===== config.mk =====
export PLATFORM = sky130hd
export DESIGN_NAME = dda_line_rasterizer
export DESIGN_NICKNAME = d
export VERILOG_FILES = /design/src/rtl/dlr_pkg.sv /design/src/rtl/dlr_div.sv /design/src/rtl/dda_line_rasterizer.sv
export SDC_FILE = /design/constraint.sdc
export NUM_CORES = 1
export LEC_CHECK = 0
export BUFFER_PORTS_ARGS = -buffer_cell sky130_fd_sc_hd__buf_2
export CAP_MARGIN = 20
export CORE_MARGIN = 2
export CORE_UTILIZATION = 45
export CTS_CLUSTER_DIAMETER = 30
export DETAILED_ROUTE_END_ITERATION = 8
export PLACE_DENSITY_LB_ADDON = 0.12
export SYNTH_ARGS = -nofsm -noshare
export SYNTH_HDL_FRONTEND = slang
export SYNTH_SLANG_ARGS = --single-unit

===== constraint.sdc =====
create_clock -name clk -period 8 [get_ports clk]
set_clock_uncertainty 0.05 [all_clocks]
set_input_delay 1.2 -clock clk [delete_from_list [all_inputs] [get_ports clk]]
set_output_delay 1.2 -clock clk [all_outputs]
set_load 0.03 [all_outputs]

===== src/rtl/dlr_pkg.sv =====
`timescale 1ns / 1ps

package dlr_pkg;

  // Sequencer states of the rasterizer
  typedef enum logic [1:0] {
    S_IDLE,
    S_DIVX,
    S_DIVY,
    S_EMIT
  } dlr_state_t;

  // Item codes on the mode field
  localparam logic MODE_LOAD    = 1'b0;
  localparam logic MODE_ADVANCE = 1'b1;

endpackage


===== src/rtl/dlr_div.sv =====
`timescale 1ns / 1ps

module dlr_div #(
  parameter int COORD_BITS = 10,
  parameter int FRAC_BITS  = 16
) (
  input  logic                            clk,
  input  logic                            rst_n,
  input  logic                            start,
  input  logic [COORD_BITS+FRAC_BITS:0]   dividend,
  input  logic [COORD_BITS-1:0]           divisor,
  output logic                            done,
  output logic [FRAC_BITS:0]              quotient
);

  localparam int NumW = COORD_BITS + FRAC_BITS + 1;
  localparam int CntW = $clog2(NumW + 1);

  logic                  busy_r;
  logic                  done_r;
  logic [CntW-1:0]       cnt_r;
  logic [NumW-1:0]       num_r;
  logic [COORD_BITS-1:0] rem_r;
  logic [COORD_BITS-1:0] div_r;
  logic [FRAC_BITS:0]    quot_r;

  logic [COORD_BITS:0]   trial;
  logic [COORD_BITS:0]   diff;
  logic                  ge;

  // One restoring step: bring down the next dividend bit, subtract if it fits
  assign trial = {rem_r, num_r[NumW-1]};
  assign diff  = trial - {1'b0, div_r};
  assign ge    = trial >= {1'b0, div_r};

  always_ff @(posedge clk) begin
    if (!rst_n) begin
      busy_r <= 1'b0;
      done_r <= 1'b0;
      cnt_r  <= '0;
    end else begin
      done_r <= 1'b0;
      if (start) begin
        busy_r <= 1'b1;
        cnt_r  <= CntW'(NumW);
      end else if (busy_r) begin
        cnt_r <= cnt_r - 1'b1;
        if (cnt_r == CntW'(1)) begin
          busy_r <= 1'b0;
          done_r <= 1'b1;
        end
      end
    end
  end

  always_ff @(posedge clk) begin
    if (start) begin
      num_r  <= dividend;
      rem_r  <= '0;
      div_r  <= divisor;
      quot_r <= '0;
    end else if (busy_r) begin
      num_r  <= {num_r[NumW-2:0], 1'b0};
      rem_r  <= ge ? diff[COORD_BITS-1:0] : trial[COORD_BITS-1:0];
      quot_r <= {quot_r[FRAC_BITS-1:0], ge};
    end
  end

  assign done     = done_r;
  assign quotient = quot_r;

endmodule


===== src/rtl/dda_line_rasterizer.sv =====
// DDA line rasterizer. A load transfer (mode 0) takes two endpoints, sets the
// step count to the larger of |dx| and |dy|, and derives per-axis increments
// with FRAC_BITS fraction bits, rounded to nearest; the start pixel comes out
// as step 0. Each advance transfer (mode 1) adds the increments and returns
// the position rounded half up, with last_pixel marking the endpoint; once
// the line is done, advances return pixel_valid = 0 with all fields zero.
// A zero-length line returns its start pixel marked last. The increments
// come from one bit-serial restoring divider used once per axis. An
// advance steps the accumulators first and then, once the output slot is
// free, loads the output register. A finished result sits in the output
// register while the next transfer is taken in.
`timescale 1ns / 1ps

module dda_line_rasterizer #(
  parameter int COORD_BITS = 10,
  parameter int FRAC_BITS  = 16
) (
  input  logic                  clk,
  input  logic                  rst_n,
  input  logic                  in_valid,
  output logic                  in_ready,
  input  logic                  in_mode,
  input  logic [COORD_BITS-1:0] in_start_x,
  input  logic [COORD_BITS-1:0] in_start_y,
  input  logic [COORD_BITS-1:0] in_end_x,
  input  logic [COORD_BITS-1:0] in_end_y,
  output logic                  out_valid,
  input  logic                  out_ready,
  output logic [COORD_BITS-1:0] out_pixel_x,
  output logic [COORD_BITS-1:0] out_pixel_y,
  output logic                  out_pixel_valid,
  output logic                  out_last_pixel,
  output logic [COORD_BITS-1:0] out_step_number
);

  import dlr_pkg::*;

  localparam int AccW = COORD_BITS + FRAC_BITS + 1;
  localparam int StpW = FRAC_BITS + 2;
  localparam int NumW = COORD_BITS + FRAC_BITS + 1;
  localparam logic signed [StpW-1:0] StepOne = {2'b01, {FRAC_BITS{1'b0}}};

  dlr_state_t state_r, state_nxt;

  logic signed [AccW-1:0] x_accum_r, y_accum_r;
  logic signed [StpW-1:0] x_step_r, y_step_r;
  logic [COORD_BITS-1:0]  step_count_r, total_steps_r;
  logic                   line_active_r;
  logic                   x_neg_r, y_neg_r;
  logic [COORD_BITS-1:0]  ady_r;
  logic                   emit_valid_r, emit_last_r;

  logic                   out_valid_r;
  logic [COORD_BITS-1:0]  out_pixel_x_r, out_pixel_y_r, out_step_number_r;
  logic                   out_pixel_valid_r, out_last_pixel_r;

  // Load decode
  logic [COORD_BITS:0]    dx, dy;
  logic [COORD_BITS:0]    ax_full, ay_full;
  logic [COORD_BITS-1:0]  ax, ay, steps_in;
  logic                   in_xfer, load_xfer, adv_xfer;
  logic                   slot_free, out_load, div_start;

  // Divider operands
  logic [COORD_BITS-1:0]  div_mag, div_steps;
  logic [NumW-1:0]        dividend;
  logic                   div_done;
  logic [FRAC_BITS:0]     div_quot;
  logic signed [StpW-1:0] quot_ext, step_nxt;

  logic [COORD_BITS-1:0]  count_inc;
  logic [COORD_BITS-1:0]  round_x, round_y;

  function automatic logic [COORD_BITS-1:0] round_pos(input logic [AccW-1:0] acc);
    logic [AccW:0] v;
    v = {acc[AccW-1], acc} + ((AccW+1)'(1) << (FRAC_BITS - 1));
    if (v[AccW]) begin
      round_pos = '0;
    end else if (v[AccW-1]) begin
      round_pos = '1;
    end else begin
      round_pos = v[AccW-2:FRAC_BITS];
    end
  endfunction

  assign dx       = {1'b0, in_end_x} - {1'b0, in_start_x};
  assign dy       = {1'b0, in_end_y} - {1'b0, in_start_y};
  assign ax_full  = dx[COORD_BITS] ? -dx : dx;
  assign ay_full  = dy[COORD_BITS] ? -dy : dy;
  assign ax       = ax_full[COORD_BITS-1:0];
  assign ay       = ay_full[COORD_BITS-1:0];
  assign steps_in = (ax > ay) ? ax : ay;

  assign in_xfer   = in_valid && in_ready;
  assign load_xfer = in_xfer && (in_mode == MODE_LOAD);
  assign adv_xfer  = in_xfer && (in_mode == MODE_ADVANCE);
  assign slot_free = !out_valid_r || out_ready;

  // x division starts from the live inputs, y from what the load left behind
  assign div_mag   = (state_r == S_IDLE) ? ax : ady_r;
  assign div_steps = (state_r == S_IDLE) ? steps_in : total_steps_r;
  assign dividend  = {1'b0, div_mag, {FRAC_BITS{1'b0}}} + NumW'(div_steps >> 1);

  dlr_div #(
    .COORD_BITS (COORD_BITS),
    .FRAC_BITS  (FRAC_BITS)
  ) u_div (
    .clk      (clk),
    .rst_n    (rst_n),
    .start    (div_start),
    .dividend (dividend),
    .divisor  (div_steps),
    .done     (div_done),
    .quotient (div_quot)
  );

  assign quot_ext = {1'b0, div_quot};
  assign step_nxt = ((state_r == S_DIVX) ? x_neg_r : y_neg_r) ? -quot_ext : quot_ext;

  assign count_inc = step_count_r + 1'b1;
  assign round_x   = round_pos(x_accum_r);
  assign round_y   = round_pos(y_accum_r);

  // Next state
  always_comb begin
    state_nxt = state_r;
    unique case (state_r)
      S_IDLE: begin
        if (load_xfer) begin
          state_nxt = (steps_in == '0) ? S_EMIT : S_DIVX;
        end else if (adv_xfer) begin
          state_nxt = S_EMIT;
        end
      end
      S_DIVX: begin
        if (div_done) state_nxt = S_DIVY;
      end
      S_DIVY: begin
        if (div_done) state_nxt = S_EMIT;
      end
      S_EMIT: begin
        if (slot_free) state_nxt = S_IDLE;
      end
      default: state_nxt = S_IDLE;
    endcase
  end

  // Sequencer outputs
  always_comb begin
    in_ready  = 1'b0;
    div_start = 1'b0;
    out_load  = 1'b0;
    unique case (state_r)
      S_IDLE: begin
        in_ready  = 1'b1;
        div_start = in_valid && (in_mode == MODE_LOAD) && (steps_in != '0);
      end
      S_DIVX:  div_start = div_done;
      S_DIVY:  div_start = 1'b0;
      S_EMIT:  out_load  = slot_free;
      default: in_ready  = 1'b0;
    endcase
  end

  always_ff @(posedge clk) begin
    if (!rst_n) begin
      state_r       <= S_IDLE;
      line_active_r <= 1'b0;
      out_valid_r   <= 1'b0;
    end else begin
      state_r <= state_nxt;
      if (load_xfer) begin
        line_active_r <= steps_in != '0;
      end else if (adv_xfer && line_active_r && (count_inc >= total_steps_r)) begin
        line_active_r <= 1'b0;
      end
      if (out_load) begin
        out_valid_r <= 1'b1;
      end else if (out_ready) begin
        out_valid_r <= 1'b0;
      end
    end
  end

  always_ff @(posedge clk) begin
    if (load_xfer) begin
      x_accum_r     <= {1'b0, in_start_x, {FRAC_BITS{1'b0}}};
      y_accum_r     <= {1'b0, in_start_y, {FRAC_BITS{1'b0}}};
      x_step_r      <= '0;
      y_step_r      <= '0;
      step_count_r  <= '0;
      total_steps_r <= steps_in;
      x_neg_r       <= dx[COORD_BITS];
      y_neg_r       <= dy[COORD_BITS];
      ady_r         <= ay;
      emit_valid_r  <= 1'b1;
      emit_last_r   <= steps_in == '0;
    end else if (adv_xfer) begin
      if (line_active_r) begin
        step_count_r <= count_inc;
        x_accum_r    <= x_accum_r + AccW'(x_step_r);
        y_accum_r    <= y_accum_r + AccW'(y_step_r);
        emit_valid_r <= 1'b1;
        emit_last_r  <= count_inc >= total_steps_r;
      end else begin
        emit_valid_r <= 1'b0;
        emit_last_r  <= 1'b0;
      end
    end else if (div_done) begin
      if (state_r == S_DIVX) begin
        x_step_r <= step_nxt;
      end else begin
        y_step_r <= step_nxt;
      end
    end
  end

  // Output register; an invalid result carries all-zero fields
  always_ff @(posedge clk) begin
    if (out_load) begin
      out_pixel_x_r     <= emit_valid_r ? round_x : '0;
      out_pixel_y_r     <= emit_valid_r ? round_y : '0;
      out_step_number_r <= emit_valid_r ? step_count_r : '0;
      out_pixel_valid_r <= emit_valid_r;
      out_last_pixel_r  <= emit_last_r;
    end
  end

  assign out_valid       = out_valid_r;
  assign out_pixel_x     = out_pixel_x_r;
  assign out_pixel_y     = out_pixel_y_r;
  assign out_pixel_valid = out_pixel_valid_r;
  assign out_last_pixel  = out_last_pixel_r;
  assign out_step_number = out_step_number_r;

  a_done_in_div: assert property (@(posedge clk) disable iff (!rst_n)
    div_done |-> (state_r == S_DIVX || state_r == S_DIVY))
    else $error("divider finished outside a division state");

  a_active_count: assert property (@(posedge clk) disable iff (!rst_n)
    line_active_r |-> (total_steps_r != '0) && (step_count_r < total_steps_r))
    else $error("active line with step count at or past its end");

  a_step_bound: assert property (@(posedge clk) disable iff (!rst_n)
    (line_active_r && state_r == S_IDLE) |->
      (x_step_r <= StepOne) && (x_step_r >= -StepOne) &&
      (y_step_r <= StepOne) && (y_step_r >= -StepOne))
    else $error("increment magnitude above one pixel");

endmodule

==> results.ini, run 1 <==
[outcome]
status = complete, no violations

[global_route]
grt_pass1_wl_um = 57700
grt_use_total_pct = 21.3
grt_pass1_vias = 11343
grt_remaining_overflow = 0
antenna_found_initial = 0
grt_max_degree = 72

[yosys]
ys_seq_area_share_pct = 39.5
synthCells = 1554
yosysWarnings = 0
synth-seq-cells = 231
synth_area_leaders = edfxtp_1 (23%), dfxtp_1 (16%), ha_1 (9.9%), a21oi_1 (4.2%), nor2_1 (3.8%)
synthDominantCellAreaShare_pct = 23.1
synth_area_per_cell_um2 = 9.35
synth_top_area_cell = edfxtp_1
syn-num-nets = 1719
synth_area_um2 = 14500
yosys_most_used_dff = dfxtp_1
synth-edff-count = 112
post-synth-top-count-cell = nor2_1
synth-async-reset-ratio_pct = 0
synth_common_cells = nor2_1 (147), a21oi_1 (122), dfxtp_1 (119)
netlist-cell-type-count = 84

[timing]
setup-violations-final = 0
grt_setup_unrepaired = no
tightest_slew_ns = 1.08
max_slew_margin_pct = 28.1
fmax_mhz = 144
final.setup.tns_ns = 0
fin_crit_ns = 6.95
hold_violations = 0
min_period_over_period_pct = 86.9
drv_slew = 0

[clocking]
numCtsBuffers = 58
cts_max_level = 2
path_clk_slew_ns = 0.04
cts_tree = yes
cts.sinks = 231
worstSkewPairLatency_ns = 0.57
cts_resized = 0
cts_buffer_depth = 3
postCtsSetupBuffers = 0
postCtsHoldBufs = 0
cts-root-buf = clkbuf_16

[setup_path]
r2r-start = x_accum_r[0]$_SDFFE_PP0P_
end_kind = register
cp_max_fo = 22
reg2reg_to = x_accum_r[24]$_DFFE_PP_
worstPathArrival_ns = 7.21
path_class = input pin to register
crit_start = in_end_x[0]
reg2reg_depth = 13
worstSetupStartpointType = input pin
critical_path.endpoint = u_div.num_r[18]$_DFFE_PP_
cp_data_required_time_ns = 8.25
rrSetupSlack_ns = 4.18

[routing]
viasPerCell = 5.51
wl_per_cell_um = 16.9
first_pass_iters = 5
drc = 0
totalWireLength_um = 35600
ant_nets = 0
drt_iter0_drc = 568
dr_total_vias = 11592

[cells_and_area]
instances_no_fill = 2105
antenna_cells = 0
layout.nets = 1818
drive_gt1_share_pct = 14.7
utilization_pct = 54.7
syn2layout_area_growth_pct = 19.5

[power]
ir_drop_mv = 0.184
p_per_area_nw_per_um2 = 322
total_leakage_power_nw = 7.53
power_mw = 5.60

[floorplanning]
fp.dieW_um = 184
start_util_pct = 45.8
ios = 79
coreArea_um2 = 31700
die-height_um = 184
fp-row-count = 65
die_area_um2 = 33800

[placement]
placed_cells = 1993
gp_congestion = 0.860
dp_hpwl_um = 25300
io_buffers = 78

[worst_hold_path]
worstHoldPathType = register to register

[job]
maxCapViolCount = 0

[sequential cells by signal, summed over array words and instances, names as in the netlist, 2 cells and up]
| signal | flops |
|---|---|
| out_pixel_x | 10 |
| u_div.div_r | 10 |
| x_step_r | 18 |
| x_accum_r | 27 |
| total_steps_r | 10 |
| out_pixel_y | 10 |
| y_accum_r | 27 |
| ady_r | 10 |
| out_step_number | 10 |
| u_div.rem_r | 10 |
| u_div.quotient | 17 |
| state_r | 2 |
| step_count_r | 10 |
| u_div.num_r | 27 |
| u_div.cnt_r | 5 |
| y_step_r | 18 |
[cell usage in the layout, fill, tap and decap left out, types with 8 or more instances in the layout]
| cell | n |
|---|---|
| a211oi_1 | 40 |
| a21o_1 | 37 |
| a21oi_1 | 121 |
| a22o_1 | 11 |
| and2_1 | 16 |
| and3_1 | 24 |
| buf_2 | 78 |
| buf_4 | 11 |
| clkbuf_16 | 61 |
| clkinv_2 | 8 |
| clkinv_4 | 8 |
| clkinvlp_4 | 8 |
| dfxtp_1 | 118 |
| edfxtp_1 | 112 |
| ha_1 | 115 |
| inv_1 | 103 |
| mux2_2 | 8 |
| mux2_4 | 13 |
| mux2i_1 | 39 |
| nand2_1 | 114 |
| nand2b_1 | 22 |
| nand3_1 | 24 |
| nand4_1 | 9 |
| nor2_1 | 147 |
| nor2b_1 | 14 |
| nor3_1 | 25 |
| nor3b_1 | 10 |
| o211ai_1 | 8 |
| o21a_1 | 19 |
| o21ai_0 | 86 |
| o22ai_1 | 16 |
| o31ai_1 | 14 |
| xnor2_1 | 49 |
| xor2_1 | 61 |
[metrics by stage]
step / setup WS, ns / instance area [um2] / hold WS, ns
after floorplan: 1.20 / 14500 / 0.350
after global placement: 0.518 / 15300 / 0.391
after detailed placement: 0.252 / 15300 / 0.400
after CTS: 0.797 / 17300 / 0.410
after global routing: 0.729 / 17400 / 0.429
final: 1.05 / 17400 / 0.407
[report_power, final]
group,internal (mW),switching (mW)
Combinational,0.653,0.991
Clock,1.54,0.761
Sequential,1.52,0.134
[worst min-delay path by stage]
stage / from / to / slack [ns] / cells after the start
2_1_floorplan: emit_last_r$_DFFE_PP_ / out_last_pixel$_DFFE_PP_ / 0.35 / 0
3_5_place_dp: x_accum_r[12]$_SDFFE_PP0P_ / x_accum_r[12]$_SDFFE_PP0P_ / 0.40 / 2
6_report: x_accum_r[12]$_SDFFE_PP0P_ / x_accum_r[12]$_SDFFE_PP0P_ / 0.41 / 2
3_3_place_gp: y_accum_r[13]$_SDFFE_PP0P_ / y_accum_r[13]$_SDFFE_PP0P_ / 0.39 / 2
5_1_grt: x_accum_r[3]$_SDFFE_PP0P_ / x_accum_r[3]$_SDFFE_PP0P_ / 0.43 / 2
4_1_cts: x_accum_r[12]$_SDFFE_PP0P_ / x_accum_r[12]$_SDFFE_PP0P_ / 0.41 / 2
[worst max-delay path, stage by stage]
cell and delay, ns:
buf_2 0.10, inv_1 0.05, ha_1 0.16, inv_1 0.06
fa_1 0.42, a211oi_2 0.35, nor2_4 0.08, xnor2_2 0.20
or4_4 0.56, o41ai_2 0.37, xnor2_1 0.26, inv_1 0.11
ha_1 0.31, nand4_1 0.14, nor3_1 0.35, a211oi_1 0.15
a32oi_2 0.74, nand2b_1 0.18, nor2_1 0.13, o22ai_1 0.13
nor4_4 0.40, o21ai_4 0.09, or2_1 0.40, buf_16 0.24
[cell type report]
| type | count | area [um2] |
|---|---|---|
| fillers | 2852 | 14400 |
| multi-input cells | 1162 | 8170 |
| flip-flops and latches | 231 | 5750 |
| clock buffers | 70 | 1610 |
| repair buffers | 92 | 548 |
| well taps | 402 | 503 |
| inverters | 108 | 405 |
| clock inverters | 40 | 377 |
[routing by layer]
layer	up-vias	wire (um)	global-route usage [%]
met3	64	1480	3.55
met4	0	858	7.04
met5	-	0	0
met2	196	16600	35.7
li1	5856	-	-
met1	5476	16600	27.9
[cells by family after synthesis]
family	synth area share, %
XOR/XNOR	6.96
multiplexers	4.88
AO/OA/AOI/OAI	18.8
buffers and inverters	4.38
flip-flops	39.5
adder cells (fa/ha/maj)	10.6
AND/OR/NAND/NOR	14.8
No activity file was read; power rests on OpenSTA's default activity.
==> run 2, diff against run 1 <==
--- a/config.mk
+++ b/config.mk
@@ -9,6 +9,7 @@
 export CAP_MARGIN = 20
 export CORE_MARGIN = 2
 export CORE_UTILIZATION = 45
+export CTS_BUF_LIST = sky130_fd_sc_hd__clkbuf_8
 export CTS_CLUSTER_DIAMETER = 30
 export DETAILED_ROUTE_END_ITERATION = 8
 export PLACE_DENSITY_LB_ADDON = 0.12
==> results.ini, run 2 (synthesis results as in run 1) <==
[timing]
tightest_slew_ns = 1.08  ; +0.000714 ns
grt_setup_unrepaired = no
min_period_over_period_pct = 85.9  ; -0.95 points
hold_violations = 0  ; unchanged
fin_crit_ns = 6.87  ; -0.0761 ns
fmax_mhz = 145  ; +1.1%
final.setup.tns_ns = 0  ; unchanged
max_slew_margin_pct = 28.1  ; -0.048 points
drv_slew = 0  ; unchanged
setup-violations-final = 0  ; unchanged

[routing]
first_pass_iters = 5  ; unchanged
wl_per_cell_um = 16.8  ; -0.42%
drc = 0  ; unchanged
drt_iter0_drc = 538  ; -5.3%
dr_total_vias = 11492  ; -0.86%
ant_nets = 0  ; unchanged
totalWireLength_um = 35400  ; -0.42%
viasPerCell = 5.46  ; -0.86%

[clocking]
cts_buffer_depth = 3  ; unchanged
numCtsBuffers = 58  ; unchanged
cts-root-buf = clkbuf_8
cts.sinks = 231  ; unchanged
cts_resized = 0  ; unchanged
cts_tree = yes
postCtsHoldBufs = 0  ; unchanged
postCtsSetupBuffers = 0  ; unchanged
path_clk_slew_ns = 0.05  ; about the same
worstSkewPairLatency_ns = 0.62  ; +0.05 ns
cts_max_level = 2  ; unchanged

[setup_path]
reg2reg_to = x_accum_r[24]$_DFFE_PP_
r2r-start = x_accum_r[0]$_SDFFE_PP0P_
crit_chain = buf_2 -> inv_1 -> ha_1 -> inv_1 -> fa_1 -> a211oi_2 -> nor2_4 -> xnor2_2 -> or4_4 -> o41ai_2 -> xnor2_1 -> inv_1 -> ha_1 -> nand4_1 -> nor3_1 -> a211oi_1 -> a32oi_2 -> a2111oi_0 -> o22ai_1 -> nor4_4 -> o21ai_4 -> buf_12 -> mux2_2
cp_data_required_time_ns = 8.28  ; +0.03 ns
reg2reg_depth = 13  ; unchanged
crit_buf_inv = 5  ; unchanged
end_kind = register
cp_max_fo = 71  ; +220%
rrSetupSlack_ns = 4.17  ; about the same
path_class = input pin to register
worstSetupStartpointType = input pin
crit_family = compound AO/OA/AOI/OAI gates
worstPathArrival_ns = 7.16  ; -0.05 ns
cpMaxStageDelayCell = a32oi_2
worstSetupPathDepth = 23  ; -4.2%
cpPeakStageDelay_ns = 0.73  ; about the same
cpMostUsedCell = inv_1

[floorplanning]
fp-row-count = 65  ; unchanged
ios = 79  ; unchanged
coreArea_um2 = 31700  ; unchanged
die_area_um2 = 33800  ; unchanged
fp.dieW_um = 184  ; unchanged
start_util_pct = 45.8  ; unchanged
die-height_um = 184  ; unchanged

[job]
maxCapViolCount = 0  ; unchanged

[placement]
gp_congestion = 0.860  ; unchanged
dp_hpwl_um = 25300  ; unchanged
io_buffers = 78  ; unchanged

[power]
ir_drop_mv = 0.165  ; -11%
pwr-share-seq_pct = 34.0  ; +4.5 points
p_clk_share_pct = 32.2  ; -8.9 points
p_per_area_nw_per_um2 = 291  ; -9.7%
sw_frac_of_total_pct = 36.3  ; +2.6 points
total_leakage_power_nw = 7.24  ; -3.9%
p_switching_mw = 1.76  ; -6.6%
p_int_mw = 3.09  ; -17%
p_comb_share_pct = 33.8  ; +4.4 points

[cells_and_area]
regArea_um2 = 5750  ; unchanged
utilization_pct = 52.5  ; -2.2 points
layout_commonest_cell = nor2_1
multiInputGateArea_um2 = 8170  ; unchanged
final_cell_mix = nor2_1 (147), a21oi_1 (121), dfxtp_1 (118)
reg_top3 = u_div.num_r (27), x_accum_r (27), y_accum_r (27)
fillers = 2955  ; +3.6%
drive_gt1_share_pct = 14.6  ; -0.18 points
layout.nets = 1818  ; unchanged
antenna_cells = 0  ; unchanged
syn2layout_area_growth_pct = 14.7

[global_route]
grt_remaining_overflow = 0  ; unchanged
grt_pass1_vias = 11246  ; -0.86%
grt_use_total_pct = 21.1  ; -0.14 points
grt_max_degree = 72  ; unchanged
antenna_found_initial = 0  ; unchanged
grt_pass1_wl_um = 57200  ; -0.84%

[worst_hold_path]
hold_end = x_accum_r[12]$_SDFFE_PP0P_
hp-start = x_accum_r[12]$_SDFFE_PP0P_
worstHoldPathType = register to register
hold_depth = 2  ; unchanged

[outcome]
status = complete, no violations

==> run 2: cell count changes in the layout (fill, tap and decap cells not counted) <==
cell        previous run  this run
clkbuf_16             61         0
inv_8                  2         0
inv_4                  2         4
clkinvlp_4             8         9
clkinv_4               8         9
clkbuf_8               5        64
bufinv_16              3         5
clkinv_2               8        10
inv_1                103       110
inv_6                  7         1
clkbuf_1               4         0
clkinv_8               1         0
==> run 2: final cells by class <==
cell class | count | area share (%)
well taps | 402 | 3.02
repair buffers | 92 | 3.29
clock buffers | 64 | 5.28
inverters | 108 | 2.43
flip-flops and latches | 231 | 34.5
multi-input cells | 1162 | 49.0
clock inverters | 46 | 2.46
==> run 2: power by group through the flow <==
stage / combinational, mW / sequential, mW / clock [mW]
floorplan: 1.22 / 1.65 / 0
global placement: 1.61 / 1.67 / 0
detailed placement: 1.63 / 1.67 / 0
CTS: 1.64 / 1.65 / 1.60
global route: 1.84 / 1.67 / 1.65
finish: 1.64 / 1.65 / 1.56
==> run 2: worst reg2reg max path: stages (launching register included) <==
cell and delay (ns):
dfxtp_1 0.31, ha_1 0.20, inv_1 0.07, fa_1 0.22, nor2b_1 0.07, o31ai_1 0.41, a21oi_1 0.18, a2111oi_0 0.63
o31ai_1 0.33, a211o_1 0.36, a211o_1 0.29, a31oi_1 0.19, xor2_1 0.17, o22ai_1 0.08
==> run 2: routing by layer <==
metal,share of wire (%),track usage [%],vias up
li1,-,-,5851
met1,47,27.5,5401
met2,47,35.6,177
met3,3.6,3.45,63
met4,2.3,7.20,0
met5,0,0,-
==> run 2: how the worst max path moves through the flow <==
stage	from	end	slack (ns)
finish	in_end_x[0]	u_div.num_r[5]$_DFFE_PP_	1.13
global route	in_end_x[0]	u_div.num_r[4]$_DFFE_PP_	0.75
CTS	in_end_x[0]	u_div.num_r[4]$_DFFE_PP_	0.82
detailed placement	in_end_x[0]	u_div.num_r[10]$_SDFFCE_PP0P_	0.25
global placement	in_end_x[0]	u_div.num_r[14]$_SDFFCE_PP0P_	0.52
floorplan	in_end_x[0]	u_div.num_r[0]$_SDFFCE_PN0P_	1.20
==> run 2: stage by stage <==
stage	std cells	power, mW	hold WS (ns)	worst slack [ns]	cell area [um2]
after global routing	2105	5.16	0.430	0.747	16700
after detailed placement	1993	3.30	0.400	0.252	15300
after CTS	2103	4.89	0.412	0.822	16600
final	2105	4.85	0.409	1.13	16700
after floorplan	1554	2.87	0.350	1.20	14500
after global placement	1993	3.28	0.391	0.518	15300
